$ cat src/sv/ndsum_pkg.sv
package ndsum_pkg;

	localparam int PIX_W        = 8;
	localparam int WIDTH_W      = 12;
	localparam int HEIGHT_W     = 13;
	localparam int CFG_DATA_W   = 13;
	localparam int CFG_INDEX_W  = 2;
	localparam int MAX_HEIGHT   = 4096;
	localparam int RESET_WIDTH  = 640;
	localparam int RESET_HEIGHT = 480;
	localparam int RING_ROWS    = 4;
	localparam int SLOT_W       = 2;
	localparam int QDEPTH       = 4;
	localparam int QPTR_W       = 2;
	localparam int SUM_W        = 11;

	localparam logic OP_PIXEL = 1'b0;
	localparam logic OP_DRAIN = 1'b1;

	localparam logic [CFG_INDEX_W-1:0] REG_FRAME_WIDTH  = 2'd0;
	localparam logic [CFG_INDEX_W-1:0] REG_FRAME_HEIGHT = 2'd1;

	typedef logic [PIX_W-1:0] pix_t;
	// window[row][col], row 0 is the upper row, col 0 the left column
	typedef pix_t [2:0][2:0] window_t;

	typedef struct packed {
		window_t win;
		logic    last;
	} job_t;

	// queue status as seen by the front
	typedef struct packed {
		logic full;
	} qstat_t;

endpackage

$ cat src/sv/ndsum_queue.sv
module ndsum_queue import ndsum_pkg::*; (
	input  logic   clk,
	input  logic   arst_n,
	input  logic   push,
	input  job_t   push_job,
	output qstat_t qstat,
	input  logic   pop,
	output logic   not_empty,
	output job_t   head
);

	job_t              mem_q [QDEPTH];
	logic [QPTR_W-1:0] wp_q, rp_q;
	logic [QPTR_W:0]   cnt_q;

	assign qstat.full = (cnt_q == (QPTR_W+1)'(QDEPTH));
	assign not_empty  = (cnt_q != '0);
	assign head       = mem_q[rp_q];

	always_ff @(posedge clk or negedge arst_n) begin
		if (!arst_n) begin
			wp_q  <= '0;
			rp_q  <= '0;
			cnt_q <= '0;
		end else begin
			if (push) begin
				wp_q <= wp_q + 1'b1;
			end
			if (pop) begin
				rp_q <= rp_q + 1'b1;
			end
			if (push && !pop) begin
				cnt_q <= cnt_q + 1'b1;
			end else if (pop && !push) begin
				cnt_q <= cnt_q - 1'b1;
			end
		end
	end

	always_ff @(posedge clk) begin
		if (push) begin
			mem_q[wp_q] <= push_job;
		end
	end

endmodule

$ cat config.mk
export PLATFORM = sky130hd
export DESIGN_NAME = ndsum_queue
export DESIGN_NICKNAME = d
export VERILOG_FILES = /design/src/sv/ndsum_pkg.sv /design/src/sv/ndsum_queue.sv
export SDC_FILE = /design/constraint.sdc
export NUM_CORES = 1
export LEC_CHECK = 0
export BUFFER_PORTS_ARGS = -buffer_cell sky130_fd_sc_hd__buf_2
export CAP_MARGIN = 20
export CORE_MARGIN = 2
export CORE_UTILIZATION = 50
export DETAILED_ROUTE_END_ITERATION = 10
export MAX_ROUTING_LAYER = met4
export PLACE_DENSITY = 0.71
export SETUP_SLACK_MARGIN = 0.5
export SLEW_MARGIN = 15
export SYNTH_ARGS = -nofsm -noshare
export SYNTH_HDL_FRONTEND = slang
export SYNTH_SLANG_ARGS = --single-unit
$ cat constraint.sdc
create_clock -name clk -period 4.7 [get_ports clk]
set_clock_uncertainty 0.1 [all_clocks]
set_input_delay 0.705 -clock clk [delete_from_list [all_inputs] [get_ports clk]]
set_output_delay 0.705 -clock clk [all_outputs]
set_load 0.05 [all_outputs]
==> results.sh <==
export IMPL_cts_tree="done"
export IMPL_hold_path_class="in2reg"
export IMPL_grt_overflow=0
export IMPL_wl_per_cell_um=21.5
export IMPL_yosys_area_top_type_share=0.803
export IMPL_synth_compound_area_frac=0.000458
export IMPL_synth_xor_area_frac=0.00481
export IMPL_num_rows=54
export IMPL_antenna_found_initial=2
export IMPL_netlist_top_cells_area="edfxtp_1 80%, mux4_2 15%, dfrtp_1 1.6%"
export IMPL_worstMarginPinSlew_ps=792
export IMPL_cap_violations=0
export IMPL_synth_adder_area_share=0.00756
export IMPL_cts_resized_gates=0
export IMPL_coreArea_sq_mm=0.0216
export IMPL_grt_total_usage=0.173
export IMPL_drt_pass1_iter_count=4
export IMPL_clk_pin_slew_worst_paths_ps=60
export IMPL_crit_fanout=60
export IMPL_finalSetupViolations=0
export IMPL_synthMuxAreaShare=0.152
export IMPL_grt_first_pass_wirelength_um=30100
export IMPL_setup_tns_ps=0
export IMPL_die_area_sq_mm=0.0230
export IMPL_cts_buffer_depth=3
export IMPL_r2r_slack_ps=2400
export IMPL_grt_start_max_net_pins=75
export IMPL_root_buffer="clkbuf_16"
export IMPL_synth_top_cell_by_area="edfxtp_1"
export IMPL_fmax_ghz=0.298
export IMPL_num_vias=4872
export IMPL_crit_path_end_kind="output port"
export IMPL_io_buffers=151
export IMPL_outcome="complete, no violations"
export IMPL_place_hpwl_um=11200
export IMPL_drc_errors=0
export IMPL_fillCellCount=1537
export IMPL_crit_path_start_kind="flop"
export IMPL_timing_rr_end="mem_q[1][29]"
export IMPL_syn_area_per_cell_sq_um=26.3
export IMPL_area_growth_pct=18.9
export IMPL_drt_wl_total_um=19100
export IMPL_ir_drop_mv=0.598
export IMPL_cts_sinks=299
export IMPL_start_util=0.505
export IMPL_crit_arrival_ps=2550
export IMPL_crit_end="head[54]"
export IMPL_drive_gt1_frac=0.453
export IMPL_antenna_left=0
export IMPL_synth_simple_area_share=0.00458
export IMPL_synth_cells=415
export IMPL_grt_pass1_vias=5364
export IMPL_drv_slew=0
export IMPL_synth_cell_type_count=19
export IMPL_crit_type="reg2out"
export IMPL_post_cts_buffers=0
export IMPL_rsz0062_at_grt="false"
export IMPL_crit_required_ps=3890
export IMPL_hold_viol=0
export IMPL_drt_iter0_markers=356
export IMPL_synth_warnings=0
export IMPL_die_x_um=152
export IMPL_rr_startpoint="wp_q[1]"
export IMPL_syn_nets=498
export IMPL_holdBufCountCts=1
export IMPL_syn_area_sq_mm=0.0109
export IMPL_critPathLaunch="rp_q[0]"
export IMPL_layout_nets=672
export IMPL_power_leakage_nw=4.45
export IMPL_rr_worst_depth=4
export IMPL_ys_seq_area_frac=0.819
export IMPL_ctsHtreeMaxLevel=1
export IMPL_cts_buffers=30
export IMPL_io_pins=152
export IMPL_synth_top_family_by_area="multiplexers"
export IMPL_gp_congestion=0.687
export IMPL_viasPerCell=5.47
export IMPL_hold_ws_ps=265
export IMPL_powerDensity_mw_per_mm2=723
export IMPL_period_share=0.714
export IMPL_die_h_um=152
export IMPL_synth_seq_cells=299
export IMPL_period_needed_ps=3360
export IMPL_clk_latency_ps=550
export IMPL_slew_headroom=0.472
-- kinds of logic after synthesis --
| logic type | count (synthesis) |
|---|---|
| adders and majority gates | 6 |
| AOI/OAI and AO/OA | 1 |
| and+or+nand+nor | 9 |
| DFF | 299 |
| buffers and inverters | 20 |
| xor gates and xnor gates | 6 |
| muxes | 74 |
-- metal layers --
metal,vias to the layer above,global-route usage,part of all wire
li1,2134,-,-
met1,2552,0.229,0.41
met2,157,0.280,0.51
met3,29,0.0376,0.063
met4,0,0.0392,0.014
met5,-,-,0
-- layout make-up --
type                    instances  area, sq um  area share
flip-flops and latches        299         8950       0.689
multi-input cells              96         1860       0.143
repair buffers                158          896      0.0690
clock buffers                  43          851      0.0655
well taps                     280          350      0.0270
clock inverters                 9         65.1     0.00501
inverters                       4         15.0     0.00116
diodes                          2         5.00    0.000385
-- stage by stage --
step / setup slack (ps) / cells / power [mW] / instance area, sq um / utilization
after floorplan: 1750 / 415 / 6.53 / 10900 / -
after global placement: 1880 / 832 / 7.22 / 12000 / 0.553
after detailed placement: 1860 / 835 / 7.32 / 12000 / 0.557
after CTS: 1270 / 888 / 9.52 / 13000 / 0.600
after global routing: 1180 / 891 / 9.78 / 13000 / 0.601
final: 1340 / 891 / 9.40 / 13000 / 0.601
-- worst min-delay path by stage --
| stage | start | end | slack (ps) | depth (start not counted) |
|---|---|---|---|---|
| after floorplan | arst_n | cnt_q[0] | 310 | 0 |
| after global placement | cnt_q[2] | cnt_q[2] | 370 | 1 |
| after detailed placement | cnt_q[2] | cnt_q[2] | 380 | 1 |
| after CTS | push_job[4] | mem_q[1][4] | 250 | 1 |
| after global routing | push_job[11] | mem_q[2][11] | 250 | 1 |
| final | push_job[66] | mem_q[2][66] | 270 | 1 |
-- layout by cell type (no fill, tap or decap) --
master           n
buf_12           2
edfxtp_1       292
xor2_1           4
buf_2          151
xnor2_1          2
nor2_1           1
inv_1            4
buf_4            1
dfrtp_1          5
and2_4           4
clkinv_2         4
mux4_2          73
clkbuf_16       31
dfrtp_4          2
dlygate4sd3_1    1
fa_1             1
clkbuf_1         9
nand2_1          2
clkinv_1         4
or3_1            1
ha_1             5
nor3b_1          1
mux2_2           1
bufinv_16        1
buf_16           3
o21ai_0          1
clkbuf_8         3
diode_2          2
-- worst max-delay path, cell delays in order (launching register included) --
cell     delay (ps)
dfrtp_4         640
buf_12          460
mux4_2          600
buf_2           230
-- registers in the layout, indices dropped and copies added, names as in the netlist --
register	count
rp_q	2
mem_q	292
cnt_q	3
wp_q	2
-- power breakdown --
group,internal [mW],switching (mW)
Clock,1.30,0.907
Combinational,1.07,2.41
Sequential,3.49,0.225
-- synthesized netlist by cell type --
library cell,instances
and2_1,4
edfxtp_1,292
nor3b_1,1
buf_4,2
nand2_1,2
dfrtp_1,7
ha_1,5
inv_1,4
nor2_1,1
clkbuf_1,1
mux4_2,73
or3_1,1
xnor2_1,2
buf_6,6
o21ai_0,1
mux2_2,1
buf_2,7
fa_1,1
xor2_1,4
Power figures use the tool's default switching activity.
