`src/sv/ndsum_pkg.sv`:
```
package ndsum_pkg;

	localparam int PIX_W        = 8;
	localparam int WIDTH_W      = 12;
	localparam int HEIGHT_W     = 13;
	localparam int CFG_DATA_W   = 13;
	localparam int CFG_INDEX_W  = 2;
	localparam int MAX_HEIGHT   = 4096;
	localparam int RESET_WIDTH  = 640;
	localparam int RESET_HEIGHT = 480;
	localparam int RING_ROWS    = 4;
	localparam int SLOT_W       = 2;
	localparam int QDEPTH       = 4;
	localparam int QPTR_W       = 2;
	localparam int SUM_W        = 11;

	localparam logic OP_PIXEL = 1'b0;
	localparam logic OP_DRAIN = 1'b1;

	localparam logic [CFG_INDEX_W-1:0] REG_FRAME_WIDTH  = 2'd0;
	localparam logic [CFG_INDEX_W-1:0] REG_FRAME_HEIGHT = 2'd1;

	typedef logic [PIX_W-1:0] pix_t;
	// window[row][col], row 0 is the upper row, col 0 the left column
	typedef pix_t [2:0][2:0] window_t;

	typedef struct packed {
		window_t win;
		logic    last;
	} job_t;

	// queue status as seen by the front
	typedef struct packed {
		logic full;
	} qstat_t;

endpackage

```
`src/sv/ndsum_back.sv`:
```
module ndsum_back import ndsum_pkg::*; (
	input  logic clk,
	input  logic arst_n,
	input  logic not_empty,
	input  job_t head,
	output logic pop,
	output logic out_valid,
	input  logic out_stall,
	output pix_t pixel_out,
	output logic frame_last
);

	logic [SUM_W-1:0] sum;
	pix_t             ctr;
	logic             out_valid_q;

	always_comb begin
		ctr = head.win[1][1];
		sum = '0;
		for (int r = 0; r < 3; r++) begin
			for (int c = 0; c < 3; c++) begin
				if (!(r == 1 && c == 1) && ctr > head.win[r][c]) begin
					sum = sum + SUM_W'(ctr - head.win[r][c]);
				end
			end
		end
	end

	assign out_valid = out_valid_q;
	assign pop       = not_empty && (!out_valid_q || !out_stall);

	always_ff @(posedge clk or negedge arst_n) begin
		if (!arst_n) begin
			out_valid_q <= 1'b0;
		end else if (pop) begin
			out_valid_q <= 1'b1;
		end else if (!out_stall) begin
			out_valid_q <= 1'b0;
		end
	end

	always_ff @(posedge clk) begin
		if (pop) begin
			pixel_out  <= (sum > SUM_W'(255)) ? 8'hFF : sum[PIX_W-1:0];
			frame_last <= head.last;
		end
	end

endmodule

```
`config.mk`:
```
export PLATFORM = sky130hd
export DESIGN_NAME = ndsum_back
export DESIGN_NICKNAME = d
export VERILOG_FILES = /design/src/sv/ndsum_pkg.sv /design/src/sv/ndsum_back.sv
export SDC_FILE = /design/constraint.sdc
export NUM_CORES = 1
export LEC_CHECK = 0
export BUFFER_PORTS_ARGS = -buffer_cell sky130_fd_sc_hd__buf_2
export CORE_AREA = 2 2 108 188
export DETAILED_ROUTE_END_ITERATION = 7
export DIE_AREA = 0 0 110 190
export PLACE_DENSITY = 0.69
export SLEW_MARGIN = 20
export SYNTH_ARGS = -nofsm -noshare
export SYNTH_HDL_FRONTEND = slang
export SYNTH_SLANG_ARGS = --single-unit
```
`constraint.sdc`:
```
create_clock -name clk -period 1.39 [get_ports clk]
set_input_delay 0.139 -clock clk [delete_from_list [all_inputs] [get_ports clk]]
set_output_delay 0.139 -clock clk [all_outputs]
set_load 0.1 [all_outputs]
```
==> run metrics <==
setup slack after placement=-9080 ps; Die H=between 150 and 200 um; register area share after synthesis=3.96%; Clk pin slew, worst setup/hold paths=about 40 ps; post-synthesis instance total=between 1,000 and 1,500; Fillers=between 1,500 and 2,000; Seq cells post-synth=10; crit path capture type=register; violated checks=setup timing; global-route wire length before repair=between 40,000 and 50,000 um; first-pass iteration count of the detailed router=6; RSZ-0062 raised after global routing=true; Routed WL per cell=about 17 um; Critical Path Max Stage Delay=~400 ps; Post-synth ARST share=10.0%; Critical Path Source=head[38]; io pins=slightly below 90; leading cell type in the layout, fill and taps excluded=buf_4; Clock H-tree levels=1; Worst R2R Path Depth=2; I/O Buffers=87; CTS tree=built; CTS root buffer=clkbuf_16; Most Frequent Cell on Critical Path=ha_4; effective utilization at floorplan=between 30% and 40%; period utilisation layout=715%; Die ar.=0.0209 sq mm; fmax=between 0.1 and 0.15 GHz; core footprint=0.0195 sq mm; Fin. Hold Viols=0; Slew Limit Fails=0; Tightest Pin Transition=633 ps; Top Layer Used=met4; final wirelength=29,500 um; Critical Path Source Type=primary input; Nets=~1,700; RePlAce Congestion=slightly above 0.9; most frequent cells in the layout=buf_4 (404), ha_1 (113), inv_1 (104); final worst slack=-8550 ps; post-detail-place hpwl=24,200 um; unique cell type count in the Yosys netlist=76; Vias/cell=between 5 and 6; Reg2Reg Launch Point=out_valid$_DFFE_PN0P_; max-cap violations=0; largest net degree at the start of global routing=18; initial DRC count=~370; cell row count=between 60 and 70; synthesized net count=about 1,300; Worst EP required=between 1000 and 1500 ps; Die X=~110 um; Max IR drop VDD=0.00273 V; CP Max Fanout=8; CTS sink cnt=10; cell count after placement=about 1,700; layout cell share with drive strength beyond 1=approximately two fifths; relative slew slack=between 50% and 60%; Post-DP Area=~0.011 sq mm; Crit Reg-Reg Endpoint=pixel_out[4]$_SDFFCE_PN1P_; Synth Cell Area=roughly 0.0075 sq mm; gr ovfl total=0; DRC Markers=0; vias in the first global route=10,200; gr usage total=approximately 29%; clock buffer count from CTS=3; endpoints failing setup=8; Met3 Wirelength=roughly 1400 um; vias=9,676; Post-synth EDFFs=9; worst skew pair latency=about 250 ps; cell area power density=~2500 mW/mm^2; worst setup path endpoint=pixel_out[5]$_SDFFCE_PN1P_; Leak=~6.0 nW; Mapped Avg Cell Area=just over 7 sq um; synth warn=0; area added between synthesis and finish=59.2%; Fin Clk Skew=around 0.95 ps; met2 wire len=15,800 um; Post-synth top flop=edfxtp_1; minimum clock period=between 9000 and 10,000 ps; outcome=complete, but fails checks; post-route insts no fill=1,759; M1 WL=~9400 um; Bufs on Longest Clock Path=2; Worst path slowest cell=a221o_1; post-route antenna net violation count=0; initial antenna violation count=1; Hold Crit Class=in2reg; Finished Cell Area=roughly 0.012 sq mm; Critical Path AT=just under 10,000 ps; kind of critical path=in2reg; r2r setup slk=approximately 210 ps
## synth_stat cells (5+ instances only)
cell / instances / share of area, %
a211oi_1: 9 / 0.91
a21boi_0: 8 / 0.81
a21o_1: 38 / 3.8
a21oi_1: 89 / 6.0
a31oi_1: 14 / 1.2
and2_1: 7 / 0.59
and3_1: 7 / 0.59
clkbuf_1: 13 / 0.65
edfxtp_1: 9 / 3.6
fa_1: 14 / 3.8
ha_1: 131 / 22
inv_1: 110 / 5.5
mux2_2: 23 / 3.5
mux2i_1: 5 / 0.67
nand2_1: 70 / 3.5
nand2b_1: 7 / 0.59
nand3_1: 27 / 1.8
nand4_1: 16 / 1.3
nor2_1: 98 / 4.9
nor2b_1: 20 / 1.7
nor3_1: 25 / 1.7
o211ai_1: 15 / 1.5
o21a_1: 18 / 1.8
o21ai_0: 56 / 3.8
o21bai_1: 16 / 1.6
o31a_1: 8 / 0.94
o31ai_1: 6 / 0.60
or2_2: 5 / 0.42
or3_1: 10 / 0.84
xnor2_1: 60 / 7.0
xor2_1: 28 / 3.3
## routing by layer
layer	global-route usage, %	up-vias
met2	53.9	319
met5	0	-
met3	6.75	165
met4	23.8	0
li1	-	4715
met1	24.3	4477
## worst min-delay path by stage
stage             from  cells past startpoint                     to  slack, ps
6_report       head[0]                      1   frame_last$_DFFE_PP_         70
5_1_grt        head[0]                      1   frame_last$_DFFE_PP_         70
4_1_cts        head[0]                      1   frame_last$_DFFE_PP_         70
3_5_place_dp    arst_n                      1  out_valid$_DFFE_PN0P_        -90
3_3_place_gp    arst_n                      1  out_valid$_DFFE_PN0P_        -90
2_1_floorplan   arst_n                      0  out_valid$_DFFE_PN0P_       -160
## critical path, delay by kind of cell
kind	cells	cell delay, ps
AND/OR/NAND/NOR	13	1710
AO/OA/AOI/OAI	25	4190
buffers and inverters	4	470
adder cells (fa/ha/maj)	8	2070
XOR/XNOR	7	1320
## power by group
group	switching, mW	leakage, nW	internal [mW]
combinational	13.7	5.88	14.3
sequential	0.0687	0.0818	0.523
clock	0.166	0.0382	0.387
## area by class of cell
type / count / area (sq um) / area share [%]
inverters: 110 / 425 / 3.58
well taps: 245 / 307 / 2.58
multi-input cells: 898 / 7240 / 61.0
diodes: 1 / 2.50 / 0.0211
flip-flops and latches: 10 / 299 / 2.52
repair buffers: 491 / 3520 / 29.7
clock buffers: 4 / 78.8 / 0.664
## kinds of logic (layout without fill, tap and decap cells)
family,after synthesis,after routing,share of synthesized area [%]
compound gates,325,325,28.8
xor+xnor,90,90,10.9
fa+ha+maj,145,145,25.7
buf+inv,125,605,6.41
flops,10,10,3.96
mux,28,28,4.15
other cells,0,1,0
simple gates,310,310,20.0
## per-stage QoR
| stage | setup TNS, ps | total power, mW | hold slack (ps) | utilization, % |
|---|---|---|---|---|
| floorplan | -70370 | 16.4 | -157 | - |
| global placement | -70270 | 25.0 | -85.3 | 57.4 |
| detailed placement | -72500 | 25.8 | -85.1 | 57.4 |
| CTS | -67710 | 27.6 | 74.3 | 59.7 |
| global route | -72260 | 31.6 | 71.4 | 60.9 |
| finish | -68190 | 29.1 | 67.2 | 60.9 |
## timing repair
item	CTS	global route
setup buffers	24	11
endpoints found under the hold margin	1	0
hold buffers	1	0
endpoints found under the setup margin	9	8
resized for setup	42	34
pin swaps	44	30
## registers in the layout (all words and copies together), names as in the netlist
name        cells
out_valid       1
frame_last      1
pixel_out       8
(Power assumes the default switching activity.)
